[config.mk]
export PLATFORM = sky130hd
export DESIGN_NAME = gamepad_console_responder_top
export DESIGN_NICKNAME = d
export VERILOG_FILES = /design/src/rtl/gcr_pkg.sv /design/src/rtl/gcr_core.sv /design/src/rtl/gamepad_console_responder_top.sv
export SDC_FILE = /design/constraint.sdc
export NUM_CORES = 1
export LEC_CHECK = 0
export ABC_AREA = 1
export BUFFER_PORTS_ARGS = -buffer_cell sky130_fd_sc_hd__buf_2
export CORE_MARGIN = 3
export CORE_UTILIZATION = 55
export CTS_BUF_LIST = sky130_fd_sc_hd__clkbuf_4 sky130_fd_sc_hd__clkbuf_8 sky130_fd_sc_hd__clkbuf_16
export CTS_CLUSTER_SIZE = 10
export DETAILED_ROUTE_END_ITERATION = 12
export PLACE_DENSITY_LB_ADDON = 0.3
export SLEW_MARGIN = 5
export SYNTH_ARGS = -nofsm -noshare
export SYNTH_HDL_FRONTEND = slang
export SYNTH_SLANG_ARGS = --single-unit
[constraint.sdc]
create_clock -name clk -period 12.47 [get_ports clk]
set_input_delay 0.6235 -clock clk [delete_from_list [all_inputs] [get_ports clk]]
set_output_delay 0.6235 -clock clk [all_outputs]
set_load 0.01 [all_outputs]
[src/rtl/gcr_pkg.sv]
// Shared types and constants for the gamepad console responder
package gcr_pkg;

    localparam int OP_W   = 3;
    localparam int BYTE_W = 8;
    localparam int OUT_TDATA_W = 16;

    localparam logic [OP_W-1:0] OP_ATT_FALL = 3'd0;
    localparam logic [OP_W-1:0] OP_CONSOLE  = 3'd1;
    localparam logic [OP_W-1:0] OP_ATT_RISE = 3'd2;
    localparam logic [OP_W-1:0] OP_HOST     = 3'd3;
    localparam logic [OP_W-1:0] OP_IDLE     = 3'd4;

    localparam logic [1:0] HOST_NONE = 2'd0;
    localparam logic [1:0] HOST_ACK  = 2'd1;
    localparam logic [1:0] HOST_ERR  = 2'd2;

    localparam logic [15:0] TICKS_RESET = 16'd30000;

    typedef struct packed {
        logic [7:0] reply_byte;
        logic       ack;
        logic       transaction_end;
        logic [1:0] host_reply;
    } result_t;

endpackage

[src/rtl/gcr_core.sv]
// Controller state and per-transaction reply logic
module gcr_core (
    input  logic              clk,
    input  logic              rst_n,
    input  logic              en,
    input  logic [2:0]        op,
    input  logic [7:0]        data,
    input  logic [15:0]       disconnect_ticks,
    output gcr_pkg::result_t  res
);
    import gcr_pkg::*;

    localparam logic [7:0] SYNC_BYTE   = 8'h5A;
    localparam logic [7:0] ID_DIGITAL  = 8'h41;
    localparam logic [7:0] ID_ANALOG   = 8'h73;
    localparam logic [7:0] ID_PRESSURE = 8'h79;
    localparam logic [7:0] ID_CONFIG   = 8'hF3;
    localparam logic [7:0] START_BYTE  = 8'h01;

    localparam logic [7:0] CMD_40 = 8'h40;
    localparam logic [7:0] CMD_41 = 8'h41;
    localparam logic [7:0] CMD_ENTER_EXIT = 8'h43;
    localparam logic [7:0] CMD_SET_MODE   = 8'h44;
    localparam logic [7:0] CMD_45 = 8'h45;
    localparam logic [7:0] CMD_46 = 8'h46;
    localparam logic [7:0] CMD_47 = 8'h47;
    localparam logic [7:0] CMD_4C = 8'h4C;
    localparam logic [7:0] CMD_MOTOR    = 8'h4D;
    localparam logic [7:0] CMD_PRESSURE = 8'h4F;

    localparam logic [1:0] KIND_DIGITAL  = 2'd0;
    localparam logic [1:0] KIND_ANALOG   = 2'd1;
    localparam logic [1:0] KIND_PRESSURE = 2'd2;

    // Reply tables, entry 0 in the low byte
    localparam logic [47:0] T40   = 48'h5A_00_00_02_00_00;
    localparam logic [47:0] T41A  = 48'h5A_00_00_03_FF_FF;
    localparam logic [47:0] T45   = 48'h00_01_02_00_02_03;
    localparam logic [47:0] T46A  = 48'h0F_00_02_01_00_00;
    localparam logic [47:0] T46B  = 48'h0F_01_01_01_00_00;
    localparam logic [47:0] T47   = 48'h00_01_00_02_00_00;
    localparam logic [47:0] T4CA  = 48'h00_00_04_00_00_00;
    localparam logic [47:0] T4CB  = 48'h00_00_07_00_00_00;
    localparam logic [47:0] T4F   = 48'h5A_00_00_00_00_00;

    typedef struct packed {
        logic [7:0]      held_lo;
        logic [7:0]      held_hi;
        logic [7:0]      queued_lo;
        logic [7:0]      queued_hi;
        logic [3:0][7:0] stick;
        logic            in_config;
        logic [1:0]      report_kind;
        logic            analog_on;
        logic [1:0][7:0] motor;
        logic [2:0]      frame_pos;
        logic            update_pending;
        logic [15:0]     idle_count;
        logic [4:0]      byte_pos;
        logic [7:0]      command_seen;
        logic [7:0]      first_param;
        logic            finished;
        logic            att_low;
    } state_t;

    localparam state_t STATE_RESET = '{
        held_lo: 8'hFF, held_hi: 8'hFF, queued_lo: 8'hFF, queued_hi: 8'hFF,
        stick: {4{8'h80}}, in_config: 1'b0, report_kind: KIND_DIGITAL,
        analog_on: 1'b0, motor: {2{8'hFF}}, frame_pos: 3'd0,
        update_pending: 1'b0, idle_count: 16'd0, byte_pos: 5'd0,
        command_seen: 8'd0, first_param: 8'd0, finished: 1'b0, att_low: 1'b0};

    function automatic logic [7:0] pick(input logic [47:0] t, input logic [2:0] i);
        pick = t[{i, 3'b000} +: 8];
    endfunction

    function automatic logic [7:0] press(input logic b);
        press = b ? 8'h00 : 8'hFF;
    endfunction

    function automatic logic known_cmd(input logic [7:0] c);
        case (c) inside
            CMD_40, CMD_41, CMD_ENTER_EXIT, CMD_SET_MODE, CMD_45, CMD_46, CMD_47,
            CMD_4C, CMD_MOTOR, CMD_PRESSURE: known_cmd = 1'b1;
            default: known_cmd = 1'b0;
        endcase
    endfunction

    function automatic logic [7:0] poll_byte(input state_t s, input logic [4:0] i);
        case (i)
            5'd0:  poll_byte = s.held_lo;
            5'd1:  poll_byte = s.held_hi;
            5'd2:  poll_byte = s.stick[0];
            5'd3:  poll_byte = s.stick[1];
            5'd4:  poll_byte = s.stick[2];
            5'd5:  poll_byte = s.stick[3];
            5'd6:  poll_byte = press(s.held_lo[5]);
            5'd7:  poll_byte = press(s.held_lo[7]);
            5'd8:  poll_byte = press(s.held_lo[4]);
            5'd9:  poll_byte = press(s.held_lo[6]);
            5'd10: poll_byte = press(s.held_hi[4]);
            5'd11: poll_byte = press(s.held_hi[5]);
            5'd12: poll_byte = press(s.held_hi[6]);
            5'd13: poll_byte = press(s.held_hi[7]);
            5'd14: poll_byte = press(s.held_hi[2]);
            5'd15: poll_byte = press(s.held_hi[3]);
            5'd16: poll_byte = press(s.held_hi[0]);
            5'd17: poll_byte = press(s.held_hi[1]);
            default: poll_byte = 8'hFF;
        endcase
    endfunction

    function automatic logic [7:0] cfg_byte(input state_t s, input logic [4:0] i);
        logic [2:0] k;
        logic       fp_one;
        k = i[2:0];
        fp_one = (s.first_param == 8'd1);
        if (i > 5'd5) begin
            cfg_byte = 8'hFF;
        end else begin
            case (s.command_seen)
                CMD_40: cfg_byte = pick(T40, k);
                CMD_41: cfg_byte = s.analog_on ? pick(T41A, k) : 8'h00;
                CMD_45: cfg_byte = (k == 3'd2) ? {7'd0, s.analog_on} : pick(T45, k);
                CMD_46: cfg_byte = fp_one ? pick(T46B, k) : pick(T46A, k);
                CMD_47: cfg_byte = pick(T47, k);
                CMD_4C: cfg_byte = fp_one ? pick(T4CB, k) : pick(T4CA, k);
                CMD_MOTOR: cfg_byte = (k < 3'd2) ? s.motor[k[0]] : 8'hFF;
                CMD_PRESSURE: cfg_byte = pick(T4F, k);
                default: cfg_byte = 8'h00;
            endcase
        end
    endfunction

    function automatic logic [7:0] next_reply(input state_t s);
        logic [4:0] idx;
        idx = s.byte_pos - 5'd3;
        if (!(s.att_low && !s.finished) || s.byte_pos == 5'd0) begin
            next_reply = 8'hFF;
        end else if (s.byte_pos == 5'd1) begin
            if (s.in_config) next_reply = ID_CONFIG;
            else if (s.report_kind == KIND_ANALOG) next_reply = ID_ANALOG;
            else if (s.report_kind == KIND_PRESSURE) next_reply = ID_PRESSURE;
            else next_reply = ID_DIGITAL;
        end else if (s.byte_pos == 5'd2) begin
            next_reply = SYNC_BYTE;
        end else begin
            next_reply = s.in_config ? cfg_byte(s, idx) : poll_byte(s, idx);
        end
    endfunction

    state_t      state_reg;
    state_t      state_next;
    logic        busy;
    logic        ack_c;
    logic        end_c;
    logic [1:0]  host_c;
    logic [4:0]  p;
    logic [4:0]  last_pos;
    logic [15:0] idle_inc;

    assign busy = state_reg.att_low && !state_reg.finished;
    assign p    = state_reg.byte_pos;
    assign idle_inc = state_reg.idle_count + 16'd1;

    always_comb
    begin
        state_next = state_reg;
        ack_c  = 1'b0;
        end_c  = 1'b0;
        host_c = HOST_NONE;
        case (state_reg.report_kind)
            KIND_ANALOG:   last_pos = 5'd8;
            KIND_PRESSURE: last_pos = 5'd20;
            default:       last_pos = 5'd4;
        endcase
        unique case (op)
            OP_ATT_FALL:
            begin
                state_next.att_low    = 1'b1;
                state_next.finished   = 1'b0;
                state_next.byte_pos   = 5'd0;
                state_next.idle_count = 16'd0;
            end
            OP_CONSOLE:
            begin
                if (busy)
                begin
                    ack_c = 1'b1;
                    if (p == 5'd0)
                    begin
                        end_c = (data != START_BYTE);
                    end
                    else if (p == 5'd1)
                    begin
                        state_next.command_seen = data;
                    end
                    else if (p == 5'd2)
                    begin
                        if (state_reg.in_config)
                        begin
                            if (state_reg.command_seen == CMD_PRESSURE)
                                state_next.report_kind = KIND_PRESSURE;
                            end_c = !known_cmd(state_reg.command_seen);
                        end
                    end
                    else
                    begin
                        if (p == 5'd3)
                            state_next.first_param = data;
                        if (state_reg.in_config)
                        begin
                            if (state_reg.command_seen == CMD_MOTOR && p < 5'd5)
                                state_next.motor[~p[0]] = data;
                            if ((state_reg.command_seen == CMD_46 ||
                                 state_reg.command_seen == CMD_4C) &&
                                p == 5'd3 && data > 8'd1)
                            begin
                                end_c = 1'b1;
                            end
                            else if (p >= 5'd8)
                            begin
                                ack_c = 1'b0;
                                end_c = 1'b1;
                                if (state_reg.command_seen == CMD_ENTER_EXIT &&
                                    state_reg.first_param == 8'd0)
                                    state_next.in_config = 1'b0;
                                if (state_reg.command_seen == CMD_SET_MODE)
                                begin
                                    if (state_reg.first_param == 8'd1)
                                    begin
                                        state_next.report_kind = KIND_ANALOG;
                                        state_next.analog_on   = 1'b1;
                                    end
                                    else
                                    begin
                                        state_next.report_kind = KIND_DIGITAL;
                                        state_next.analog_on   = 1'b0;
                                    end
                                end
                            end
                        end
                        else if (p >= last_pos)
                        begin
                            ack_c = 1'b0;
                            end_c = 1'b1;
                            if (state_reg.command_seen == CMD_ENTER_EXIT &&
                                state_next.first_param == 8'd1)
                                state_next.in_config = 1'b1;
                        end
                    end
                    if (end_c)
                        state_next.finished = 1'b1;
                    else
                        state_next.byte_pos = p + 5'd1;
                end
            end
            OP_ATT_RISE:
            begin
                if (busy)
                    end_c = 1'b1;
                state_next.att_low = 1'b0;
            end
            OP_HOST:
            begin
                case (state_reg.frame_pos)
                    3'd0:
                    begin
                        if (data == SYNC_BYTE) state_next.frame_pos = 3'd1;
                        else host_c = HOST_ERR;
                    end
                    3'd1:
                    begin
                        state_next.held_lo   = state_reg.held_lo & data;
                        state_next.queued_lo = data;
                        state_next.frame_pos = 3'd2;
                    end
                    3'd2:
                    begin
                        state_next.held_hi   = state_reg.held_hi & data;
                        state_next.queued_hi = data;
                        state_next.frame_pos = 3'd3;
                    end
                    3'd3:
                    begin
                        state_next.stick[0]  = data;
                        state_next.frame_pos = 3'd4;
                    end
                    3'd4:
                    begin
                        state_next.stick[1]  = data;
                        state_next.frame_pos = 3'd5;
                    end
                    3'd5:
                    begin
                        state_next.stick[2]  = data;
                        state_next.frame_pos = 3'd6;
                    end
                    3'd6:
                    begin
                        state_next.stick[3]       = data;
                        state_next.frame_pos      = 3'd0;
                        state_next.update_pending = 1'b1;
                    end
                    default: state_next.frame_pos = 3'd0;
                endcase
            end
            OP_IDLE:
            begin
                if (state_reg.att_low)
                begin
                    state_next.idle_count = 16'd0;
                end
                else
                begin
                    state_next.idle_count = idle_inc;
                    if (idle_inc >= disconnect_ticks)
                    begin
                        state_next.report_kind = KIND_DIGITAL;
                        state_next.analog_on   = 1'b0;
                        state_next.in_config   = 1'b0;
                        state_next.motor       = {2{8'hFF}};
                        state_next.idle_count  = 16'd0;
                    end
                end
            end
            default: ;
        endcase
        // End-of-transaction bookkeeping: releases land, pending update is acknowledged
        if (end_c)
        begin
            state_next.held_lo = state_reg.queued_lo;
            state_next.held_hi = state_reg.queued_hi;
            if (state_reg.update_pending)
            begin
                host_c = HOST_ACK;
                state_next.update_pending = 1'b0;
            end
        end
    end

    always_comb
    begin
        res.reply_byte      = next_reply(state_next);
        res.ack             = ack_c;
        res.transaction_end = !(state_next.att_low && !state_next.finished);
        res.host_reply      = host_c;
    end

    always_ff @(posedge clk or negedge rst_n)
    begin
        if (!rst_n)
            state_reg <= STATE_RESET;
        else if (en)
            state_reg <= state_next;
    end

endmodule

[src/rtl/gamepad_console_responder_top.sv]
// Top level: stream handshake registers, APB register and responder core
// An accepted transaction waits in the input register. When it advances, the core
// state and the output register take its result at the same edge, and m_tvalid rises.
// Throughput: one transaction per cycle, m_tready permitting. With m_tready low, the
// input register takes one more transaction behind the waiting result; then s_tready falls.
// Reset (rst_n low, asynchronous): controller state returns to its power-up
// values, both stream stages empty, disconnect_ticks back to 30000.
module gamepad_console_responder_top (
    input  logic        clk,
    input  logic        rst_n,
    input  logic        s_tvalid,
    output logic        s_tready,
    input  logic [7:0]  s_tdata,   // [7:0] data
    input  logic [2:0]  s_tuser,   // [2:0] op
    output logic        m_tvalid,
    input  logic        m_tready,
    output logic [15:0] m_tdata,   // [7:0] reply_byte, [8] ack, [10:9] host_reply, rest zero
    output logic        m_tlast,   // transaction_end
    input  logic        psel,
    input  logic        penable,
    input  logic        pwrite,
    input  logic [2:0]  paddr,
    input  logic [31:0] pwdata,
    output logic [31:0] prdata,
    output logic        pready
);
    import gcr_pkg::*;

    logic        in_valid_reg;
    logic [2:0]  in_op_reg;
    logic [7:0]  in_data_reg;
    logic        out_valid_reg;
    result_t     out_res_reg;
    result_t     core_res;
    logic        advance;
    logic [15:0] ticks_reg;
    logic        reg_sel;

    assign advance  = in_valid_reg && (!out_valid_reg || m_tready);
    assign s_tready = !in_valid_reg || advance;

    always_ff @(posedge clk or negedge rst_n)
    begin
        if (!rst_n)
        begin
            in_valid_reg  <= 1'b0;
            out_valid_reg <= 1'b0;
        end
        else
        begin
            if (s_tready)
                in_valid_reg <= s_tvalid;
            if (advance)
                out_valid_reg <= 1'b1;
            else if (m_tready)
                out_valid_reg <= 1'b0;
        end
    end

    always_ff @(posedge clk)
    begin
        if (s_tvalid && s_tready)
        begin
            in_op_reg   <= s_tuser;
            in_data_reg <= s_tdata;
        end
        if (advance)
            out_res_reg <= core_res;
    end

    gcr_core u_core (
        .clk              (clk),
        .rst_n            (rst_n),
        .en               (advance),
        .op               (in_op_reg),
        .data             (in_data_reg),
        .disconnect_ticks (ticks_reg),
        .res              (core_res)
    );

    assign m_tvalid = out_valid_reg;
    assign m_tdata  = {5'd0, out_res_reg.host_reply, out_res_reg.ack, out_res_reg.reply_byte};
    assign m_tlast  = out_res_reg.transaction_end;

    // Single register, selected at byte addresses 0 to 3 (paddr[2] low)
    assign reg_sel = !paddr[2];
    assign pready  = 1'b1;
    assign prdata  = reg_sel ? {16'd0, ticks_reg} : 32'd0;

    always_ff @(posedge clk or negedge rst_n)
    begin
        if (!rst_n)
            ticks_reg <= TICKS_RESET;
        else if (psel && penable && pwrite && pready && reg_sel)
            ticks_reg <= pwdata[15:0];
    end

endmodule

After elaboration in Yosys (flattened, before gate mapping)
Cells that the tools add are included.
Widths: inputs -> output; s select.
{ "op_classes": {"bitwise": 3, "n_lt_le_gt_ge": 10, "n_reduce_logical": 38, "n_eq_ne": 61, "addsub": 3, "mul": 0, "div": 0, "shifts": 9, "muxes": 124} }
{ "op_table": {"columns": ["op", "n"], "rows": [
  ["$shiftx 48x7->8 const A", 9],
  ["$mux 8", 43],
  ["$eq 8x7->1 const B", 19],
  ["$pmux 8 s18", 1],
  ["$mux 16", 7],
  ["$mux 20", 5],
  ["$mux 64", 1],
  ["$pmux 8 s8", 1],
  ["$eq 5x4->1 const B", 8],
  ["$pmux 20 s2", 1],
  ["$mux 1", 38],
  ["$pmux 16 s2", 1],
  ["$eq 5x2->1 const B", 5],
  ["$eq 8x1->1 const B", 3],
  ["$mux 22", 1],
  ["$eq 5x3->1 const B", 4],
  ["$pmux 5 s2", 2],
  ["$mux 19", 1],
  ["$mux 2", 9],
  ["$pmux 3 s6", 1],
  ["$mux 17", 1],
  ["$add 16x1->16 const B", 1],
  ["$and 8x8->8", 2],
  ["$bwmux 16", 1],
  ["37 further kinds", 83]
]} }
{ "totals": {"n_memories": 0, "word_cells": 278, "output_inout_bits": 52, "rom_bits": 0, "ram_bits": 0, "latch_bits": 0, "register_bits": 168} }

Longest topological paths before layout
Gate-level depths: netlist of the first run.
{ "depth": {"word_depth": 28, "ltp_mapped": 33} }

Modules after synthesis
A second synthesis of the first run with hierarchy kept.
{ "unflattened": {"cells_unflattened": 1554, "hier_area_um2": 11008.1} }
{ "modules_own_cells": {"columns": ["mod", "instances", "cells_per_inst", "area_per_inst_um2"], "rows": [
  ["gcr_core", 1, 1390, 9246.4],
  ["gamepad_console_responder_top", 1, 164, 1761.7]
]} }

Worst setup path before layout of the first run
No wires, ideal clock.
{ "synth_path": {"kind": "reg2reg", "start": "register u_core.state_reg[25] in the netlist's numbering", "end": "register out_res_reg, in the netlist m_tdata[6], data pin", "path_buffers": 1, "t_required_ns": 12.207, "path_slack_ns": 8.377, "path_stages_with_launch": 28, "arrival_ns": 3.830, "synth_period_minus_slack_ns": 4.093, "path_cell_list": "dfrtp_1 > inv_1 > nor3_1 > nand3_1 > nor2_1 > nand2_1 > nor3_1 > nand3_1 > nor3_1 > nand3_1 > xor2_1 > inv_1 > ha_1 > nand2_1 > inv_1 > nand3_1 > inv_1 > a21oi_1 > nand3_1 > nand2_1 > inv_1 > nand2_1 > clkbuf_1 > o211ai_1 > a21oi_1 > a21oi_1 > o31ai_1 > nand3_1"} }
{ "synth_via": {"elab_chain_len": 13, "word_cells_on_any_way": 15} }
{ "synth_lines": {"columns": ["element", "line", "text"], "rows": [
  ["start, declared", "gcr_core.sv:152", "state_t state_reg;"],
  ["start signal, assigned", "gcr_core.sv:355", "state_reg <= state_next;"],
  ["$add 16x1->16 *", "gcr_core.sv:164", "assign idle_inc = state_reg.idle_count + 16'd1;"],
  ["$ge 16x16->1 *", "gcr_core.sv:317", "if (idle_inc >= disconnect_ticks)"],
  ["$mux 20 *", "gcr_core.sv:317", null],
  ["$mux 20 *", "gcr_core.sv:310", "if (state_reg.att_low)"],
  ["$pmux 20 s2 *", "gcr_core.sv:177", "unique case (op)"],
  ["$mux 8 (implied by the code) (2 in series)", "gcr_core.sv:128", "CMD_MOTOR: cfg_byte = (k < 3'd2) ? s.motor[k[0]] : 8'hFF;"],
  ["$mux 8", "gcr_core.sv:128", null],
  ["$pmux 8 s8", "gcr_core.sv:121", "case (s.command_seen)"],
  ["$mux 8", "gcr_core.sv:118", "if (i > 5'd5) begin"],
  ["$mux 8", "gcr_core.sv:148", "next_reply = s.in_config ? cfg_byte(s, idx) : poll_byte(s, idx);"],
  ["$mux 8", "gcr_core.sv:145", "end else if (s.byte_pos == 5'd2) begin"],
  ["$mux 8 *", "gcr_core.sv:140", "end else if (s.byte_pos == 5'd1) begin"],
  ["end signal, assigned", "gamepad_console_responder_top.sv:68", "out_res_reg <= core_res;"],
  ["end, declared", "gamepad_console_responder_top.sv:33", "result_t out_res_reg;"]
]} }
Mark *: on every way between the ends. The rest lies on a longest branch, timed or not. The select of a mux whose other input is x is not followed.
A chain may end at the register's enable or synchronous reset.

Worst setup path after layout of the first run
{ "layout_path": {"start": "register u_core.state_reg[25] in the netlist's numbering", "end": "register out_res_reg, in the netlist m_tdata[0], data pin"} }
Same word-level chain as after synthesis.

==> reports/qor.csv, run 1 <==
metric;value;unit
Fmax;184;MHz
Layout fillers;1741;
final net count;1620;
final wirelength;28.7;mm
maximum VDD drop;0.000106;V
max-slew violation count;0;
CP max stage delay;0.39;ns
Period minus WS final;5.42;ns
worst-path maximum fanout;10;
die area;21800;um2
fin crit share;0.435;
largest net degree at the start of global routing;89;
critical setup path kind;reg -> reg;
vias post-DR;10112;
GRT Total Usage;0.267;
TritonCTS clock tree;built;
final hold vios;0;
synthesized instance count;1502;
die height;148;um
Worst EP arrival;5.61;ns
crit path max-delay cell type;dfrtp_1;
DPL Wire Length;20.8;mm
Data required, critical path;12.65;ns
TNS Setup;0;ns
core area;19600;um2
DP Area;11400;um2
layout overhead on the synthesized area;8.72;%
diodes inserted;0;
total power draw;2.04;mW
total power per unit cell area;170;nW/um2
Reg2Reg Depth;29;
max reg flops;122;
I/O pins;105;
Vias/cell;5.57;
Hold/Removal Path Class;in -> async;
most used cell, CP;nand3_1;
Clock Pin Slew Worst Setup and Hold Paths;0.07;ns
Remaining DRCs;0;
CTS Buf Count;17;
Yosys reg bits;168;
setup bufs post-CTS;0;
chip width;148;um
post-detailed-route wirelength per cell;15.8;um
Leak Pwr;5.58;nW
post-synthesis cell area;11000;um2
sequential share of the synthesized area;0.398;
Final setup viols;0;
Rel. slew slack;0.209;
root buffer cell;clkbuf_16;
worst slew pin tran;1.18;ns
unrepaired setup endpoints after global routing;false;
hold_buf cts;0;
Yosys cell types;54;
Syn Area/Cell;7.35;um2
grt total ovfl;0;
hold slack;0.248;ns
final instance area;12000;um2
share of layout cells above drive strength 1;0.161;
initial core utilization;0.563;
Post-Layout Cell Count;1814;
global-route wire length before repair;47.3;mm
crit start category;register;
status;finished, final reports clean;
Worst-Skew Late Latency;0.44;ns
max cap viols;0;
Post-DRT Antenna Nets;0;
Syn. warnings;0;
vias in the first global route;9244;
Layout Skew;0.0146;ns
routability cong.;0.952;
Critical Path End Type;register;
Port Buffer Count;64;
H-tree depth;4;
initial DRC count;961;
sinks on the clock net;168;
Bufs on Longest Clock Path;2;
row count;51;
CTS resizes;0;
initial antenna violation count;0;
Post-Place Cells;1782;
First-pass DRT Iterations;7;
==> cell usage in the layout (no fill, tap or decap), types with 16 or more instances in the layout <==
master,synthesis,routed
a21oi_1,49,49
edfxtp_1,23,23
nand3_1,67,67
buf_2,10,63
o21ai_0,153,153
dfstp_2,59,59
nor2_1,110,110
dfrtp_1,86,86
o22ai_1,19,19
nand4_1,24,24
inv_1,181,180
nand2_1,422,421
nor2_2,17,17
nand2_2,15,16
nor3_1,25,25
clkbuf_16,0,17
o211ai_1,34,34
ha_1,31,31
conb_1,2,22
==> stage by stage <==
step / worst slack (ns) / util
after CTS: 7.14 / 0.612
final: 7.05 / 0.612
after global placement: 7.34 / 0.583
after floorplan: 8.38 / -
after detailed placement: 7.17 / 0.583
after global routing: 6.40 / 0.612
==> routing by layer <==
| metal | share of wire | vias up | global-route usage |
|---|---|---|---|
| met3 | 0.066 | 64 | 0.0383 |
| met2 | 0.46 | 397 | 0.427 |
| met1 | 0.45 | 4696 | 0.379 |
| met4 | 0.027 | 0 | 0.0839 |
| met5 | 0 | - | 0 |
| li1 | - | 4955 | - |
==> critical path: cells and delay by family, from the launching register on <==
family | cells | cell delay (ns)
adder cells (fa/ha/maj) | 1 | 0.29
AND/OR/NAND/NOR | 19 | 2.96
flip-flops | 1 | 0.39
XOR/XNOR | 1 | 0.20
AO/OA/AOI/OAI | 3 | 0.62
buffers and inverters | 5 | 0.69
==> logic make-up after synthesis <==
group / Yosys count / share of synthesized area
adder cells (fa/ha/maj): 31 / 0.0352
buffers and inverters: 264 / 0.0997
AO/OA/AOI/OAI: 289 / 0.148
flip-flops: 168 / 0.398
XOR/XNOR: 13 / 0.0103
AND/OR/NAND/NOR: 735 / 0.308
other: 2 / 0.000681
==> worst paths after layout <==
path	to	slack, ns	from
max	m_tdata[0]$_SDFFCE_PP1P_	7.05	u_core.state_reg[25]$_DFFE_PN0P_
min	u_core.p[4]$_DFFE_PN0P_	0.25	rst_n
max reg2reg	m_tdata[0]$_SDFFCE_PP1P_	7.05	u_core.state_reg[25]$_DFFE_PN0P_
min reg2reg	u_core.state_reg[120]$_DFFE_PN1P_	0.47	u_core.state_reg[120]$_DFFE_PN1P_
max in group asynchronous	u_core.state_reg[74]$_DFFE_PN0P_	10.95	rst_n
min in group clk	in_data_reg[5]$_DFFE_PP_	0.36	s_tdata[5]
==> cell usage after synthesis (all sizes together) <==
master,number,area [um2]
a21oi,49,245
a22oi,1,7.51
a31o,1,8.76
a31oi,2,18.8
a32o,1,10.0
a32oi,1,16.3
buf,38,249
clkbuf,36,135
clkinv,1,3.75
conb,2,7.51
dfrtp,86,2150
dfstp,59,1550
edfxtp,23,691
ha,31,388
inv,189,712
nand2,449,1810
nand3,80,488
nand3b,2,15.0
nand4,26,175
nor2,140,674
nor3,29,171
nor4,6,37.5
o2111ai,2,17.5
o211ai,34,255
o21a,3,22.5
o21ai,166,835
o21bai,1,7.51
o221ai,3,26.3
o22ai,19,119
o311ai,1,8.76
o31ai,4,30.0
o41ai,1,8.76
or2,2,12.5
or4,1,7.51
xor2,13,114
==> power by group <==
part           internal, mW  total (mW)  switching, mW
Combinational         0.209       0.677          0.468
Clock                 0.286       0.531          0.245
Sequential            0.750       0.833         0.0832
Total                  1.24        2.04          0.796
==> cell type report <==
type | count | area (um2) | share of cell area
well taps | 265 | 332 | 0.0276
clock buffers | 19 | 440 | 0.0367
inverters | 190 | 716 | 0.0597
multi-input cells | 1090 | 5620 | 0.468
repair buffers | 69 | 364 | 0.0304
clock inverters | 13 | 133 | 0.0111
flip-flops and latches | 168 | 4390 | 0.366
Power figures use the tool's default switching activity.
==> inputs of run 2 (changes only) <==
- clock period: 12.47 -> 5.4 ns (I/O delays scaled with it)
==> reports/qor.csv, run 2 (synthesized netlist as in run 1, its figures left out) <==
metric;value;unit;change
routability cong.;0.939;;-1.4%
TNS Setup;0;ns;unchanged
die height;148;um;unchanged
vias in the first global route;9415;;+1.8%
layout overhead on the synthesized area;10.6;%;
critical path buffer and inverter count;5;;unchanged
unrepaired setup endpoints after global routing;false;;
total power per unit cell area;393;nW/um2;+130%
setup bufs post-CTS;0;;unchanged
met1 GRT Util;0.387;;+0.00805
TritonCTS clock tree;built;;
root buffer cell;clkbuf_16;;
final hold vios;0;;unchanged
Vias/cell;5.58;;about the same
crit path max-delay cell type;dfrtp_1;;
sinks on the clock net;168;;unchanged
status;finished, final reports clean;;
post-detailed-route wirelength per cell;16.2;um;+2.5%
H-tree depth;4;;unchanged
largest net degree at the start of global routing;106;;+19%
pre-CTS setup slack;0.412;ns;-6.76 ns
CP max stage delay;0.38;ns;about the same
Post-Layout Cell Count;1833;;+1.0%
initial core utilization;0.563;;unchanged
Post-Place Cells;1792;;+0.56%
most common cell after layout, fill and taps aside;nand2_1;;
initial antenna violation count;0;;unchanged
die area;21800;um2;unchanged
most used cell, CP;nand3_1;;
vias post-DR;10222;;+1.1%
crit start category;register;;
Period minus WS final;4.94;ns;-0.487 ns
global-route wire length before repair;48.1;mm;+1.8%
Worst EP arrival;5.13;ns;-0.48 ns
max reg flops;122;;unchanged
DPL Wire Length;21.0;mm;+1.0%
met3 usage;0.0392;;+0.000920
Bufs on Longest Clock Path;2;;unchanged
First-pass DRT Iterations;6;;-1
Top Family by Delay on Critical Path;simple AND/OR/NAND/NOR gates;;
Port Buffer Count;64;;unchanged
most frequent cells in the layout;420 x nand2_1, 180 x inv_1, 153 x o21ai_0;;
Worst-Skew Late Latency;0.44;ns;about the same
Critical Path End Type;register;;
max cap viols;0;;unchanged
Layout Utilization;0.623;;+0.0109
Fmax;203;MHz;+9.9%
final net count;1639;;+1.2%
I/O pins;105;;unchanged
Final setup viols;0;;unchanged
Leak Pwr;5.69;nW;+1.9%
GRT met2 Usage;0.440;;+0.0128
worst-path maximum fanout;8;;-2
Layout fillers;1768;;+1.6%
FF+latch area;4390;um2;unchanged
share of layout cells above drive strength 1;0.168;;+0.00697
min setup slack post-route;0.462;ns;-6.58 ns
row count;51;;unchanged
Clock Pin Slew Worst Setup and Hold Paths;0.07;ns;about the same
critical setup path kind;reg -> reg;;
diodes inserted;0;;unchanged
fin crit share;0.914;;+0.479
CTS Buf Count;17;;unchanged
chip width;148;um;unchanged
Hold/Removal Path Class;in -> reg;;
final instance area;12200;um2;+1.8%
GRT Total Usage;0.275;;+0.00749
DP Area;11500;um2;+0.66%
core area;19600;um2;unchanged
Data required, critical path;5.59;ns;-7.06 ns
area of the multi-input gates;5640;um2;+0.31%
max-slew violation count;0;;unchanged
grt total ovfl;0;;unchanged
Top Usage Layer GRT;met2;;
Post-DRT Antenna Nets;0;;unchanged
worst slew pin tran;1.18;ns;+0.00627 ns
Remaining DRCs;0;;unchanged
initial DRC count;1108;;+15%
Layout Skew;0.0109;ns;-0.00377 ns
maximum VDD drop;0.000258;V;+140%
Rel. slew slack;0.205;;-0.00421
final wirelength;29.7;mm;+3.6%
==> run 2: metal layers <==
| metal | wire, um | part of all wire | vias up |
|---|---|---|---|
| met4 | 735 | 0.025 | 0 |
| met5 | 0 | 0 | - |
| met1 | 13400 | 0.45 | 4783 |
| met2 | 13600 | 0.46 | 403 |
| li1 | - | - | 4984 |
| met3 | 1920 | 0.065 | 52 |
==> run 2: final timing paths <==
kind                            cells past startpoint                          endpoint                             start  slack [ns]
worst max-delay path                               29          m_tdata[2]$_SDFFCE_PP1P_  u_core.state_reg[25]$_DFFE_PN0P_        0.46
worst min-delay path                                1          in_data_reg[0]$_DFFE_PP_                        s_tdata[0]        0.02
worst max register to register                     29          m_tdata[2]$_SDFFCE_PP1P_  u_core.state_reg[25]$_DFFE_PN0P_        0.46
worst min register to register                      2  u_core.state_reg[70]$_DFFE_PN1P_  u_core.state_reg[70]$_DFFE_PN1P_        0.47
max in group asynchronous                           3  u_core.state_reg[70]$_DFFE_PN1P_                             rst_n        3.70
min in group asynchronous                           2           u_core.p[1]$_DFFE_PN0P_                             rst_n        0.53
==> run 2: layout make-up <==
type,count,area share
Multi-Input combinational cell,1090,0.462
Sequential cell,168,0.360
Inverter,190,0.0586
Timing Repair Buffer,88,0.0434
Clock buffer,21,0.0383
Tap cell,265,0.0272
Clock inverter,11,0.0111
==> run 2: timing repair <==
item / CTS / global route
endpoints found under the setup margin: 0 / 8
resized for setup: 0 / 4
endpoints found under the hold margin: 18 / 0
hold buffers: 9 / 0
==> run 2: through the flow <==
step / hold slack, ns / power, mW
2_1_floorplan: -0.0256 / 3.06
6_report: 0.0176 / 4.80
3_5_place_dp: 0.449 / 3.50
3_3_place_gp: 0.447 / 3.44
5_1_grt: 0.0163 / 5.11
4_1_cts: 0.00479 / 4.78
==> run 2: report_power, final <==
part	internal [mW]	switching [mW]
clock	0.726	0.547
sequential	1.73	0.188
combinational	0.503	1.11
total	2.96	1.84
